## src/rtl/mtcw_pkg.sv

```systemverilog
// Shared types and constants for the multi-terminal text console writer.
// No dependencies; every other file of the block imports this package.
package mtcw_pkg;

  localparam int ADDR_W = 14;
  localparam int COL_W  = 7;
  localparam int ROW_W  = 6;
  localparam int VIEW_W = 5;
  localparam int TERM_W = 2;
  localparam int CHAR_W = 8;
  localparam int ATTR_W = 8;

  // Screen geometry
  localparam logic [ADDR_W-1:0] ROW_CELLS   = 14'd80;
  localparam logic [ROW_W-1:0]  ROW_MAX     = 6'd63;
  localparam logic [ROW_W-1:0]  VIEW_ROWS   = 6'd25;
  localparam logic [ROW_W-1:0]  VIEW_BOTTOM = 6'd24;
  localparam logic [ROW_W-1:0]  VIEW_MAX    = 6'd31;

  // Character and request codes
  localparam logic [CHAR_W-1:0] CHAR_NEWLINE = 8'd10;
  localparam logic [CHAR_W-1:0] CHAR_NUL     = 8'd0;
  localparam logic              MODE_SWITCH  = 1'b1;

  // Configuration register indexes
  localparam logic [1:0] REG_LINE_WIDTH  = 2'd0;
  localparam logic [1:0] REG_LINE_COUNT  = 2'd1;
  localparam logic [1:0] REG_TEXT_COLOUR = 2'd2;

  // Reset values of the configuration registers
  localparam logic [COL_W-1:0]  LINE_WIDTH_RST  = 7'd80;
  localparam logic [ROW_W-1:0]  LINE_COUNT_RST  = 6'd50;
  localparam logic [ATTR_W-1:0] TEXT_COLOUR_RST = 8'd15;

  typedef struct packed {
    logic              mode;
    logic [TERM_W-1:0] term;
    logic [CHAR_W-1:0] char_code;
    logic              last_char;
  } in_item_t;

  typedef struct packed {
    logic              cell_write;
    logic [ADDR_W-1:0] cell_address;
    logic [CHAR_W-1:0] cell_char;
    logic [ATTR_W-1:0] cell_attr;
    logic              start_valid;
    logic [ADDR_W-1:0] start_offset;
    logic              cursor_valid;
    logic [ADDR_W-1:0] cursor_pos;
  } out_item_t;

  // One terminal's entry in the state memory
  typedef struct packed {
    logic [VIEW_W-1:0] view;
    logic [ROW_W-1:0]  row;
    logic [COL_W-1:0]  col;
  } entry_t;

  typedef struct packed {
    logic [COL_W-1:0]  line_width;
    logic [ROW_W-1:0]  line_count;
    logic [ATTR_W-1:0] text_colour;
  } cfg_t;

  // Result of the update stage, before address formation
  typedef struct packed {
    logic              cell_write;
    logic [ROW_W-1:0]  cell_row;
    logic [COL_W-1:0]  cell_col;
    logic [CHAR_W-1:0] cell_char;
    logic [ATTR_W-1:0] cell_attr;
    logic              start_valid;
    logic [VIEW_W-1:0] start_view;
    logic              cursor_valid;
    logic [ROW_W-1:0]  cur_row;
    logic [COL_W-1:0]  cur_col;
    logic [TERM_W-1:0] term;
  } res_t;

endpackage

```

## src/rtl/mtcw_if.sv

```systemverilog
// Valid/ready channel interfaces for console requests and results.
// Depends on mtcw_pkg for the payload structs.
interface mtcw_in_if;
  import mtcw_pkg::*;
  logic     valid;
  logic     ready;
  in_item_t data;
  modport source (output valid, output data, input ready);
  modport sink (input valid, input data, output ready);
endinterface

interface mtcw_out_if;
  import mtcw_pkg::*;
  logic      valid;
  logic      ready;
  out_item_t data;
  modport source (output valid, output data, input ready);
  modport sink (input valid, input data, output ready);
endinterface

```

## src/rtl/multi_terminal_text_console_writer.sv

```systemverilog
// Text console writer for up to TERMINALS virtual terminals sharing one
// character memory. It takes one request per clock cycle unless the output
// stalls; each gives exactly one result via the request register and the
// output register. Per-terminal cursor and view state sits in a small memory
// with one read and one write port: a request reads its terminal's entry on
// acceptance, updates and writes it back as it leaves the request register,
// and a request that follows one for the same terminal takes the written
// value directly. Results wait in the output register, so a stalled consumer
// holds at most two requests in flight before the request side stalls. Depends
// on mtcw_pkg, mtcw_if, mtcw_state_ram, mtcw_cfg, mtcw_update and mtcw_format.
module multi_terminal_text_console_writer #(
  parameter int TERMINALS      = 4,
  parameter int TERMINAL_CELLS = 4000
) (
  input  logic        clk,
  input  logic        rst,
  mtcw_in_if.sink     item,
  mtcw_out_if.source  result,
  input  logic        psel,
  input  logic        penable,
  input  logic        pwrite,
  input  logic [3:0]  paddr,
  input  logic [31:0] pwdata,
  output logic [31:0] prdata,
  output logic        pready
);
  import mtcw_pkg::*;

  localparam int AW = (TERMINALS > 1) ? $clog2(TERMINALS) : 1;

  cfg_t              cfg;
  logic              acc;
  logic              s1_v;
  in_item_t          s1_item;
  logic              s1_fire;
  logic              s2_v;
  res_t              s2_res;
  logic              fwd_v;
  entry_t            fwd_entry;
  entry_t            ram_rdata;
  entry_t            cur;
  entry_t            upd_entry;
  logic              upd_we;
  logic [TERM_W-1:0] shown;
  logic [TERM_W-1:0] shown_next;
  res_t              upd_res;
  logic              in_term_ok;

  mtcw_cfg u_cfg (
    .clk     (clk),
    .rst     (rst),
    .psel    (psel),
    .penable (penable),
    .pwrite  (pwrite),
    .paddr   (paddr),
    .pwdata  (pwdata),
    .prdata  (prdata),
    .pready  (pready),
    .cfg     (cfg)
  );

  // Handshake: stage 1 moves on when the output register is free or drains
  assign s1_fire    = s1_v && (!s2_v || result.ready);
  assign item.ready = !s1_v || s1_fire;
  assign acc        = item.valid && item.ready;
  assign in_term_ok = {1'b0, item.data.term} < (TERM_W + 1)'(TERMINALS);

  mtcw_state_ram #(
    .DEPTH  (TERMINALS),
    .ADDR_W (AW)
  ) u_ram (
    .clk   (clk),
    .rst   (rst),
    .ren   (acc && in_term_ok),
    .raddr (item.data.term[AW-1:0]),
    .rdata (ram_rdata),
    .wen   (s1_fire && upd_we),
    .waddr (s1_item.term[AW-1:0]),
    .wdata (upd_entry)
  );

  // Stage 1 state comes from the write of the previous request when it matched
  assign cur = fwd_v ? fwd_entry : ram_rdata;

  mtcw_update #(
    .TERMINALS (TERMINALS)
  ) u_update (
    .item       (s1_item),
    .cur        (cur),
    .cfg        (cfg),
    .shown      (shown),
    .entry      (upd_entry),
    .we         (upd_we),
    .shown_next (shown_next),
    .res        (upd_res)
  );

  // Stage 1: request register and forwarding
  always_ff @(posedge clk) begin
    if (rst) begin
      s1_v  <= 1'b0;
      fwd_v <= 1'b0;
    end else if (acc) begin
      s1_v  <= 1'b1;
      fwd_v <= s1_fire && upd_we && (s1_item.term == item.data.term);
    end else if (s1_fire) begin
      s1_v  <= 1'b0;
      fwd_v <= 1'b0;
    end
  end

  always_ff @(posedge clk) begin
    if (acc) begin
      s1_item   <= item.data;
      fwd_entry <= upd_entry;
    end
  end

  // Shown terminal
  always_ff @(posedge clk) begin
    if (rst) begin
      shown <= '0;
    end else if (s1_fire) begin
      shown <= shown_next;
    end
  end

  // Stage 2: output register
  always_ff @(posedge clk) begin
    if (rst) begin
      s2_v <= 1'b0;
    end else if (s1_fire) begin
      s2_v <= 1'b1;
    end else if (result.ready) begin
      s2_v <= 1'b0;
    end
  end

  always_ff @(posedge clk) begin
    if (s1_fire) begin
      s2_res <= upd_res;
    end
  end

  assign result.valid = s2_v;

  mtcw_format #(
    .TERMINAL_CELLS (TERMINAL_CELLS)
  ) u_format (
    .res  (s2_res),
    .item (result.data)
  );

endmodule

```

## src/rtl/mtcw_state_ram.sv

```systemverilog
// Per-terminal cursor/view state memory: one read port, one write port,
// registered read data. Entries never written read as zero. Uses mtcw_pkg.
module mtcw_state_ram #(
  parameter int DEPTH  = 4,
  parameter int ADDR_W = 2
) (
  input  logic                 clk,
  input  logic                 rst,
  input  logic                 ren,
  input  logic [ADDR_W-1:0]    raddr,
  output mtcw_pkg::entry_t     rdata,
  input  logic                 wen,
  input  logic [ADDR_W-1:0]    waddr,
  input  mtcw_pkg::entry_t     wdata
);
  import mtcw_pkg::*;

  entry_t           mem [DEPTH];
  logic [DEPTH-1:0] vld;
  entry_t           rd_q;
  logic             rd_vld;

  // Storage array
  always_ff @(posedge clk) begin
    if (wen) begin
      mem[waddr] <= wdata;
    end
    if (ren) begin
      rd_q <= mem[raddr];
    end
  end

  // Written flags, cleared by reset so that state starts at zero
  always_ff @(posedge clk) begin
    if (rst) begin
      vld    <= '0;
      rd_vld <= 1'b0;
    end else begin
      if (wen) begin
        vld[waddr] <= 1'b1;
      end
      if (ren) begin
        rd_vld <= vld[raddr];
      end
    end
  end

  assign rdata = rd_vld ? rd_q : '0;

endmodule

```

## src/rtl/mtcw_cfg.sv

```systemverilog
// APB-style configuration registers: line width, line count, text colour.
// Uses mtcw_pkg for register indexes, reset values and the cfg_t struct.
module mtcw_cfg (
  input  logic           clk,
  input  logic           rst,
  input  logic           psel,
  input  logic           penable,
  input  logic           pwrite,
  input  logic [3:0]     paddr,
  input  logic [31:0]    pwdata,
  output logic [31:0]    prdata,
  output logic           pready,
  output mtcw_pkg::cfg_t cfg
);
  import mtcw_pkg::*;

  logic [1:0] idx;
  logic       wr;

  assign idx    = paddr[3:2];
  assign wr     = psel && penable && pwrite;
  assign pready = 1'b1;

  // Register writes
  always_ff @(posedge clk) begin
    if (rst) begin
      cfg.line_width  <= LINE_WIDTH_RST;
      cfg.line_count  <= LINE_COUNT_RST;
      cfg.text_colour <= TEXT_COLOUR_RST;
    end else if (wr) begin
      unique case (idx)
        REG_LINE_WIDTH:  cfg.line_width  <= pwdata[COL_W-1:0];
        REG_LINE_COUNT:  cfg.line_count  <= pwdata[ROW_W-1:0];
        REG_TEXT_COLOUR: cfg.text_colour <= pwdata[ATTR_W-1:0];
        default: ;
      endcase
    end
  end

  // Read back
  always_comb begin
    unique case (idx)
      REG_LINE_WIDTH:  prdata = {{(32-COL_W){1'b0}}, cfg.line_width};
      REG_LINE_COUNT:  prdata = {{(32-ROW_W){1'b0}}, cfg.line_count};
      REG_TEXT_COLOUR: prdata = {{(32-ATTR_W){1'b0}}, cfg.text_colour};
      default:         prdata = '0;
    endcase
  end

endmodule

```

## src/rtl/mtcw_update.sv

```systemverilog
// Cursor update for one request: advances the addressed terminal's entry,
// handles newline, wrap, scroll and terminal switch. Uses mtcw_pkg.
module mtcw_update #(
  parameter int TERMINALS = 4
) (
  input  mtcw_pkg::in_item_t          item,
  input  mtcw_pkg::entry_t            cur,
  input  mtcw_pkg::cfg_t              cfg,
  input  logic [mtcw_pkg::TERM_W-1:0] shown,
  output mtcw_pkg::entry_t            entry,
  output logic                        we,
  output logic [mtcw_pkg::TERM_W-1:0] shown_next,
  output mtcw_pkg::res_t              res
);
  import mtcw_pkg::*;

  logic             term_ok;
  logic [ROW_W-1:0] vdiff;

  assign term_ok = {1'b0, item.term} < (TERM_W + 1)'(TERMINALS);

  always_comb begin
    entry      = cur;
    we         = 1'b0;
    shown_next = shown;
    res        = '0;
    res.term   = item.term;
    vdiff      = '0;
    if (term_ok) begin
      if (item.mode == MODE_SWITCH) begin
        // Switch: new display start at the terminal base, report its cursor
        if (item.term != shown) begin
          shown_next       = item.term;
          res.start_valid  = 1'b1;
          res.cursor_valid = 1'b1;
          res.cur_row      = cur.row;
          res.cur_col      = cur.col;
        end
      end else begin
        we = 1'b1;
        if (item.char_code == CHAR_NEWLINE) begin
          entry.col = '0;
          if (entry.row < ROW_MAX) entry.row = entry.row + 1'b1;
        end else if (item.char_code != CHAR_NUL) begin
          // Wrap the column, then the row, then write the cell
          if (entry.col >= cfg.line_width) begin
            entry.col = '0;
            if (entry.row < ROW_MAX) entry.row = entry.row + 1'b1;
          end
          if (entry.row >= cfg.line_count) entry.row = '0;
          res.cell_write = 1'b1;
          res.cell_row   = entry.row;
          res.cell_col   = entry.col;
          res.cell_char  = item.char_code;
          res.cell_attr  = cfg.text_colour;
          entry.col      = entry.col + 1'b1;
        end
        // End of string: scroll view if needed and report cursor if shown
        if (item.last_char) begin
          if (entry.row >= VIEW_ROWS) begin
            vdiff           = entry.row - VIEW_BOTTOM;
            entry.view      = (vdiff > VIEW_MAX) ? VIEW_MAX[VIEW_W-1:0] : vdiff[VIEW_W-1:0];
            res.start_valid = 1'b1;
            res.start_view  = entry.view;
          end
          if (item.term == shown) begin
            res.cursor_valid = 1'b1;
            res.cur_row      = entry.row;
            res.cur_col      = entry.col;
          end
        end
      end
    end
  end

endmodule

```

## src/rtl/mtcw_format.sv

```systemverilog
// Forms cell, display start and cursor addresses from a registered update
// result: base + row * 80 + column, 14-bit wrap. Uses mtcw_pkg.
module mtcw_format #(
  parameter int TERMINAL_CELLS = 4000
) (
  input  mtcw_pkg::res_t    res,
  output mtcw_pkg::out_item_t item
);
  import mtcw_pkg::*;

  logic [ADDR_W-1:0] base;
  logic [ADDR_W-1:0] cell_addr;
  logic [ADDR_W-1:0] start_addr;
  logic [ADDR_W-1:0] cursor_addr;

  // Terminal base is a small constant multiply
  assign base = ADDR_W'(32'(res.term) * TERMINAL_CELLS);

  assign cell_addr   = base + ADDR_W'(res.cell_row) * ROW_CELLS + ADDR_W'(res.cell_col);
  assign start_addr  = base + ADDR_W'(res.start_view) * ROW_CELLS;
  assign cursor_addr = base + ADDR_W'(res.cur_row) * ROW_CELLS + ADDR_W'(res.cur_col);

  // Fields of inactive parts read as zero
  always_comb begin
    item              = '0;
    item.cell_write   = res.cell_write;
    item.start_valid  = res.start_valid;
    item.cursor_valid = res.cursor_valid;
    if (res.cell_write) begin
      item.cell_address = cell_addr;
      item.cell_char    = res.cell_char;
      item.cell_attr    = res.cell_attr;
    end
    if (res.start_valid) begin
      item.start_offset = start_addr;
    end
    if (res.cursor_valid) begin
      item.cursor_pos = cursor_addr;
    end
  end

endmodule

```

## src/flat_wrapper.sv

```systemverilog
// flat-port wrapper written by rule: the top's interface ports become plain ports
module multi_terminal_text_console_writer_flat import mtcw_pkg::*;
#(
  parameter int TERMINALS      = 4,
  parameter int TERMINAL_CELLS = 4000
)
  (clk, rst, psel, penable, pwrite, paddr, pwdata, prdata, pready, item_valid, item_data, item_ready, result_valid, result_data, result_ready);
  mtcw_in_if item_i ();
  mtcw_out_if result_i ();
  input  logic clk;
  input  logic rst;
  input  logic psel;
  input  logic penable;
  input  logic pwrite;
  input  logic [3:0] paddr;
  input  logic [31:0] pwdata;
  output logic [31:0] prdata;
  output logic pready;
  input wire logic [$bits(item_i.valid)-1:0] item_valid;
  input wire logic [$bits(item_i.data)-1:0] item_data;
  output wire logic [$bits(item_i.ready)-1:0] item_ready;
  output wire logic [$bits(result_i.valid)-1:0] result_valid;
  output wire logic [$bits(result_i.data)-1:0] result_data;
  input wire logic [$bits(result_i.ready)-1:0] result_ready;
  assign item_i.valid = item_valid;
  assign item_i.data = item_data;
  assign item_ready = item_i.ready;
  assign result_valid = result_i.valid;
  assign result_data = result_i.data;
  assign result_i.ready = result_ready;
  multi_terminal_text_console_writer #(.TERMINALS(TERMINALS), .TERMINAL_CELLS(TERMINAL_CELLS)) u_core (.clk(clk), .rst(rst), .item(item_i), .result(result_i), .psel(psel), .penable(penable), .pwrite(pwrite), .paddr(paddr), .pwdata(pwdata), .prdata(prdata), .pready(pready));
endmodule
```

## config.mk

```make
export PLATFORM = sky130hd
export DESIGN_NAME = multi_terminal_text_console_writer_flat
export DESIGN_NICKNAME = d
export VERILOG_FILES = /design/src/rtl/mtcw_pkg.sv /design/src/rtl/mtcw_if.sv /design/src/rtl/multi_terminal_text_console_writer.sv /design/src/rtl/mtcw_state_ram.sv /design/src/rtl/mtcw_cfg.sv /design/src/rtl/mtcw_update.sv /design/src/rtl/mtcw_format.sv /design/src/flat_wrapper.sv
export SDC_FILE = /design/constraint.sdc
export NUM_CORES = 1
export LEC_CHECK = 0
export BUFFER_PORTS_ARGS = -buffer_cell sky130_fd_sc_hd__buf_4
export CAP_MARGIN = 10
export CORE_MARGIN = 5
export CORE_UTILIZATION = 39
export CTS_BUF_LIST = sky130_fd_sc_hd__clkbuf_4
export CTS_CLUSTER_DIAMETER = 200
export DETAILED_ROUTE_END_ITERATION = 10
export HOLD_SLACK_MARGIN = 0.05
export PLACE_DENSITY_LB_ADDON = 0.12
export SLEW_MARGIN = 15
export SYNTH_ARGS = -nofsm -noshare
export SYNTH_HDL_FRONTEND = slang
export SYNTH_SLANG_ARGS = --single-unit
```

## constraint.sdc

```tcl
create_clock -name clk -period 7.6 [get_ports clk]
set_input_delay 1.14 -clock clk [delete_from_list [all_inputs] [get_ports clk]]
set_output_delay 1.14 -clock clk [all_outputs]
set_load 0.02 [all_outputs]
```

==> summary.md, run 1 <==
| Metric | Value |
|---|---|
| IO Count | `151` |
| Unique cell type count in the Yosys netlist | `78` |
| Antenna-violating nets left | `0` |
| Syn avg cell area | `11.4 sq um` |
| Cell area after placement | `0.0111 sq mm` |
| Vias after detailed routing | `6571` |
| Xor/xnor share of the synthesized area | `3.26%` |
| Setup crit end | `u_core.s2_res[19]` |
| IR Drop Worst-Case VDD | `0.112 mV` |
| Clock buffer depth | `2` |
| Sum of negative setup slack | `0 ps` |
| Yosys top cell area share | `42.0%` |
| F_max | `163 MHz` |
| Residual DRC count | `0` |
| Core box area | `0.0258 sq mm` |
| Worst R2R Start | `u_core.u_ram.rd_vld` |
| Final WL | `21900 um` |
| Final Setup Violations | `0` |
| Slew @ Worst Pin | `1090 ps` |
| Clk Latency, worst-skew pair | `570 ps` |
| Async set or reset register ratio after synthesis | `0%` |
| RSZ-0062 raised after global routing | `no` |
| Status | `complete, no violations` |
| Hpwl dp | `16700 um` |
| Post-Place Cells | `1294` |
| Startpoint Class | `flop` |
| Die span in y | `171 um` |
| Num CTS Buffers | `17` |
| Most numerous cell in the Yosys netlist | `edfxtp_1` |
| Post-CTS Resized | `0` |
| IO Port Bufs | `95` |
| Die extent in x | `171 um` |
| Via/cell ratio | `4.95` |
| Vias in the first global route | `6360` |
| Reg2Reg Depth | `20` |
| Post-Synth Adder-Cell Area | `11.6%` |
| Die area | `0.0294 sq mm` |
| Root Driver | `clkbuf_4` |
| Synth Warn # | `0` |
| Mux contribution to synthesized area | `5.96%` |
| EDFF count, synth | `142` |
| CP arrival | `6420 ps` |
| CTS tree | `done` |
| Critical Path RT | `7890 ps` |
| Register area share after synthesis | `48.1%` |
| Worst setup EP type | `flop` |
| Hold_sp | `u_core.u_ram.vld[3]` |
| DRT iter0 DRCs | `450` |
| Fin util | `44.1%` |
| Clock skew | `31.4 ps` |
| Wire per inst | `16.5 um` |
| Starting Density | `39.3%` |
| Post-synthesis instance total | `891` |
| Crit path kind | `reg -> reg` |
| Worst Path Max Fanout | `11` |
| Simple-gate share of the synthesized area | `12.9%` |
| Overflow after GRT | `0` |
| Synth-to-Final Area Change | `12.1%` |
| Post-CTS setup repair buffer count | `0` |
| Cts hold-fix bufs | `0` |
| Endpoints failing hold | `0` |
| Yosys reg bits | `173` |
| Final Slew Violations | `0` |
| Compound-Gate Fraction of Synth Area | `11.7%` |
| Cell taking the most area after synthesis | `edfxtp_1` |
| Most used DFF post-synth | `edfxtp_1` |
| Initial antenna violation count | `1` |
| DRT Pass-1 Iters | `4` |
| Nets | `1121` |
| Post-Layout Inst Area | `0.0114 sq mm` |
| Total GRT Usage | `15.2%` |
| Final total power | `1.99 mW` |
| RePlAce Congestion | `0.844` |
| # H-tree levels | `4` |
| FF-to-FF End | `u_core.s2_res[19]` |
| Largest family of logic cells by synthesized area | `simple AND/OR/NAND/NOR gates` |
| Global-route wire length before repair | `34700 um` |
| TritonCTS Sinks | `173` |
| Normalized max-slew margin | `27.1%` |
| # rows | `59` |
| LEAKAGE | `4.73 nW` |
| Worst Hold Class | `reg -> reg` |
| Pwr dens | `175 mW/mm^2` |
| Worst Hold Depth | `2` |
| Post-synth top cells | `edfxtp_1 (142), ha_1 (78), inv_1 (69)` |
| Max cap viols | `0` |
| Ranking of synthesized cells by area | `edfxtp_1 (42%), ha_1 (9.6%), dfxtp_1 (6.1%)` |
| Fin crit period | `6130 ps` |
| Fin cells | `1328` |
| Share of cells above drive strength 1 | `18.0%` |
| Largest net degree at the start of global routing | `54` |
| Reg clk slew, reported paths | `160 ps` |
| Mapped cell area | `0.0102 sq mm` |
| Crit share post-route | `80.6%` |
| Critical path origin | `u_core.u_ram.rd_vld` |
| Worst reg-to-reg setup slack | `1470 ps` |
==> worst min-delay path by stage <==
stage,endpoint,slack [ps]
final,u_core.u_ram.vld[3],490
after CTS,u_core.u_ram.vld[2],490
after global routing,u_core.u_ram.vld[0],510
after floorplan,u_core.s2_res[0],420
after global placement,u_core.u_ram.vld[0],450
after detailed placement,u_core.u_ram.vld[0],460
==> cells by family (layout without fill, tap and decap cells) <==
kind of cell,count (synthesis),in the layout
xor gates and xnor gates,37,37
AOI/OAI and AO/OA,172,172
DFF,173,173
and+or+nand+nor,241,241
buffers and inverters,135,208
adders and majority gates,88,88
muxes,43,43
other,2,31
==> metrics by stage <==
| step | worst slack (ps) | hold slack [ps] |
|---|---|---|
| 6_report | 1470 | 487 |
| 4_1_cts | 1520 | 495 |
| 3_3_place_gp | 1600 | 451 |
| 3_5_place_dp | 1590 | 459 |
| 2_1_floorplan | 2760 | 424 |
| 5_1_grt | 974 | 509 |
==> power by group <==
group	switching (mW)	total, mW	internal (mW)
Sequential	0.0198	1.08	1.06
Combinational	0.220	0.394	0.175
Clock	0.344	0.525	0.180
Total	0.584	1.99	1.41
==> critical path, cell delays in order, from the launching register on <==
cell,delay [ps]
dfxtp_1,590
nor2b_1,570
a22oi_1,270
inv_1,250
ha_1,270
and2_0,200
a221o_1,340
a41oi_2,540
a21oi_1,170
mux2i_1,360
inv_1,80
ha_1,280
nand2_1,60
o21ai_0,100
a221oi_2,650
nand2b_1,170
o31a_1,370
inv_1,100
ha_1,200
xnor2_2,160
a21oi_1,120
==> layout make-up <==
class / count / area, sq um
diodes: 2 / 5.00
fillers: 2466 / 14400
flip-flops and latches: 173 / 4880
well taps: 335 / 419
clock inverters: 14 / 151
multi-input cells: 610 / 4740
repair buffers: 105 / 788
clock buffers: 18 / 135
inverters: 71 / 267
==> registers in the layout, indices dropped and copies added (netlist names) <==
| register | flops |
|---|---|
| u_core.fwd_entry | 13 |
| u_core.u_cfg.cfg | 21 |
| u_core.result.valid | 1 |
| u_core.u_ram.rd_vld | 1 |
| u_core.u_ram.vld | 4 |
| u_core.fwd_v | 1 |
| u_core.u_ram.rd_q | 13 |
| u_core.s1_v | 1 |
| u_core.s2_res | 52 |
| u_core.s1_item | 12 |
| u_core.u_ram.mem | 52 |
| u_core.shown | 2 |
==> cell usage in the layout, fill, tap and decap left out, drive strengths merged, types with 18 or more instances in the layout <==
cell type  Yosys  final
a21oi         56     56
and2          69     69
buf           39    105
clkbuf        25     18
conb           2     29
dfxtp         31     31
edfxtp       142    142
ha            78     78
inv           71     79
mux2i         29     29
nand2         39     39
nor2          59     59
nor2b         23     23
o21ai         28     28
xnor2         33     33
==> routing by layer <==
metal  vias to the layer above  share of wire (%)  global-route usage [%]
met5                         -                  0                       0
met3                        16                4.3                    2.55
met2                       141                 46                    24.7
met1                      3094                 48                    21.2
met4                         0                1.2                    3.69
li1                       3320                  -                       -
Power figures use the tool's default switching activity.
==> inputs of run 2 (changes only) <==
--- a/config.mk
+++ b/config.mk
@@ -5,6 +5,7 @@
 export SDC_FILE = /design/constraint.sdc
 export NUM_CORES = 1
 export LEC_CHECK = 0
+export ABC_AREA = 1
 export BUFFER_PORTS_ARGS = -buffer_cell sky130_fd_sc_hd__buf_4
 export CAP_MARGIN = 10
 export CORE_MARGIN = 5
==> constraint.sdc (replaced) <==
create_clock -name clk -period 5.8 [get_ports clk]
set_input_delay 0.87 -clock clk [delete_from_list [all_inputs] [get_ports clk]]
set_output_delay 0.87 -clock clk [all_outputs]
set_load 0.02 [all_outputs]
==> run 2 against run 1 <==
  * Routed wire length increased by 2.8%
  * Non-clock buffer count increased by 3
  * Setup slack got worse by 960 ps
  * Flip-flop and latch count unchanged
  * Clock skew decreased by 8.3 ps
  * Critical path depth increased by 1
  * Register-to-register slack got worse by 960 ps
  * Worst hold slack got worse by 17 ps
  * Combinational power increased by 87%
  * Die area decreased by 0.37%
  * Fmax increased by 16%
  * Design area decreased by 0.30%
==> summary.md, run 2 <==
| Metric | Value |
|---|---|
| IO Port Bufs | `95` |
| Yosys reg bits | `173` |
| IR Drop Worst-Case VDD | `0.129 mV` |
| Crit share post-route | `91.1%` |
| Setup ws final | `515 ps` |
| EDFF count, synth | `142` |
| Vias in the first global route | `6976` |
| Post-CTS setup repair buffer count | `0` |
| Routed met1 length | `11200 um` |
| # rows | `59` |
| Normalized max-slew margin | `25.1%` |
| Worst Hold Depth | `1` |
| Starting Density | `39.2%` |
| CP arrival | `5540 ps` |
| DR WL met3 | `940 um` |
| # H-tree levels | `4` |
| Clk Latency, worst-skew pair | `560 ps` |
| DRT Pass-1 Iters | `4` |
| F_max | `189 MHz` |
| Syn avg cell area | `9.31 sq um` |
| Final Slew Violations | `0` |
| Largest net degree at the start of global routing | `56` |
| RePlAce Congestion | `0.823` |
| Worst Hold Class | `in -> reg` |
| Clock buffer depth | `2` |
| Worst setup EP type | `flop` |
| Residual DRC count | `0` |
| Die extent in x | `171 um` |
| Worst R2R Start | `u_core.fwd_v` |
| Reg2Reg Depth | `21` |
| Share of cells above drive strength 1 | `15.5%` |
| Post-synth top cells | `nand2_1 (164), inv_1 (161), edfxtp_1 (142)` |
| Most common cell after layout, fill and taps aside | `nand2_1` |
| Fin crit period | `5290 ps` |
| CTS tree | `done` |
| Hpwl dp | `17000 um` |
| Endpoints failing hold | `0` |
| Pwr dens | `255 mW/mm^2` |
| Startpoint Class | `flop` |
| Synth Warn # | `0` |
| Register area share after synthesis | `48.3%` |
| FF-to-FF End | `u_core.u_ram.mem[3][9]` |
| Ranking of synthesized cells by area | `edfxtp_1 (42%), ha_1 (9.6%), dfxtp_1 (6.1%)` |
| Critical Path RT | `6060 ps` |
| Most used DFF post-synth | `edfxtp_1` |
| Die span in y | `171 um` |
| Final Setup Violations | `0` |
| DRT iter0 DRCs | `537` |
| Final WL | `22600 um` |
| Dpl ws | `649 ps` |
| Post-CTS Resized | `0` |
| Wire per inst | `14.8 um` |
| Post-synthesis instance total | `1087` |
| IO Count | `151` |
| Cell taking the most area after synthesis | `edfxtp_1` |
| Max cap viols | `0` |
| Initial antenna violation count | `1` |
| Vias after detailed routing | `7323` |
| Antenna-violating nets left | `0` |
| Reg clk slew, reported paths | `160 ps` |
| Metal2 WL | `10200 um` |
| Multi-input combinational cell area | `0.00432 sq mm` |
| Synth-to-Final Area Change | `12.2%` |
| Core box area | `0.0258 sq mm` |
| Hold_sp | `item_data[8]` |
| RSZ-0062 raised after global routing | `no` |
| Cts hold-fix bufs | `0` |
| Status | `complete, no violations` |
| Slew @ Worst Pin | `1120 ps` |
| Nets | `1323` |
| Global-route wire length before repair | `36700 um` |
| Crit path kind | `reg -> reg` |
| Root Driver | `clkbuf_4` |
| Highest metal used | `met4` |
| Via/cell ratio | `4.79` |
| Worst Hold Path EP | `u_core.s1_item[8]` |
| Filler instances | `2542` |
| Num CTS Buffers | `17` |
| Most frequent cells in the layout | `nand2_1 (164), inv_1 (160), edfxtp_1 (142), nor2_1 (120), buf_4 (108)` |
| Async set or reset register ratio after synthesis | `0%` |
| LEAKAGE | `5.24 nW` |
| Largest registers | `u_core.s2_res (52), u_core.u_ram.mem (52), u_core.u_cfg.cfg (21)` |
| TritonCTS Sinks | `173` |
| Worst reg-to-reg setup slack | `510 ps` |
| Mapped cell area | `0.0101 sq mm` |
| Overflow after GRT | `0` |
| FF/Latch Area | `0.00488 sq mm` |
| Die area | `0.0293 sq mm` |
| Clock skew | `23.1 ps` |
| Worst Path Max Fanout | `15` |
| Sum of negative setup slack | `0 ps` |
| Yosys top cell area share | `42.1%` |
| Most numerous cell in the Yosys netlist | `nand2_1` |
| Total GRT Usage | `15.8%` |
| Unique cell type count in the Yosys netlist | `48` |
## run 2: cell families after synthesis
kind of cell / after synthesis / share of synthesized area, %
flip-flops: 173 / 48.3
other: 2 / 0.0742
AND/OR/NAND/NOR: 361 / 16.0
adder cells (fa/ha/maj): 88 / 11.6
XOR/XNOR: 16 / 1.38
AO/OA/AOI/OAI: 220 / 12.6
buffers and inverters: 227 / 10.1
## run 2: through the flow
stage               util, %  cells  power [mW]  hold WS (ps)  cell area [sq um]
finish                 44.0   1529        2.90           470              11400
CTS                    43.9   1528        2.94           408              11400
floorplan                 -   1114        1.99           435              10200
global route           44.0   1529        3.09           393              11400
detailed placement     42.8   1496        2.22           458              11100
global placement       42.8   1496        2.21           445              11100
## run 2: report_power, final
part / leakage (nW) / internal [mW] / switching [mW]
logic: 3.48 / 0.272 / 0.463
clock network: 0.163 / 0.272 / 0.444
registers: 1.60 / 1.42 / 0.0325
## run 2: worst max path at each step
stage                 startpoint                endpoint  slack [ps]  cells after the start
floorplan           u_core.fwd_v       u_core.s2_res[19]        1730                     29
global placement    u_core.fwd_v  u_core.u_ram.mem[1][9]         690                     20
detailed placement  u_core.fwd_v  u_core.u_ram.mem[2][9]         650                     20
CTS                 u_core.fwd_v     u_core.fwd_entry[9]         580                     20
global route        u_core.fwd_v  u_core.u_ram.mem[2][9]          50                     20
finish              u_core.fwd_v  u_core.u_ram.mem[3][9]         510                     21
## run 2: critical path, stage by stage, from the launching register on
cell,delay [ps]
dfxtp_1,690
nor2_8,120
a22oi_1,390
inv_1,130
ha_1,340
a21oi_1,150
nor2_1,60
nor2_1,110
nand3_2,340
inv_2,350
nand2_1,110
a21boi_0,180
ha_1,320
nand2_1,100
nor2_1,50
o21ai_0,70
o211ai_1,120
nor2_2,360
nand3_1,200
nand2_1,110
a21oi_2,110
o21ai_0,580
## run 2: layer usage
layer,up-vias,global-route usage (%)
met5,-,0
met3,12,2.73
met4,0,3.07
met2,140,25.5
li1,3791,-
met1,3380,22.5
## run 2: final cells by class
cell class,count,area share (%)
Sequential cell,173,43.0
Clock buffer,18,1.19
Clock inverter,14,1.39
Antenna cell,1,0.0220
Inverter,166,5.51
Tap cell,335,3.69
Timing Repair Buffer,108,7.14
Multi-Input combinational cell,714,38.0
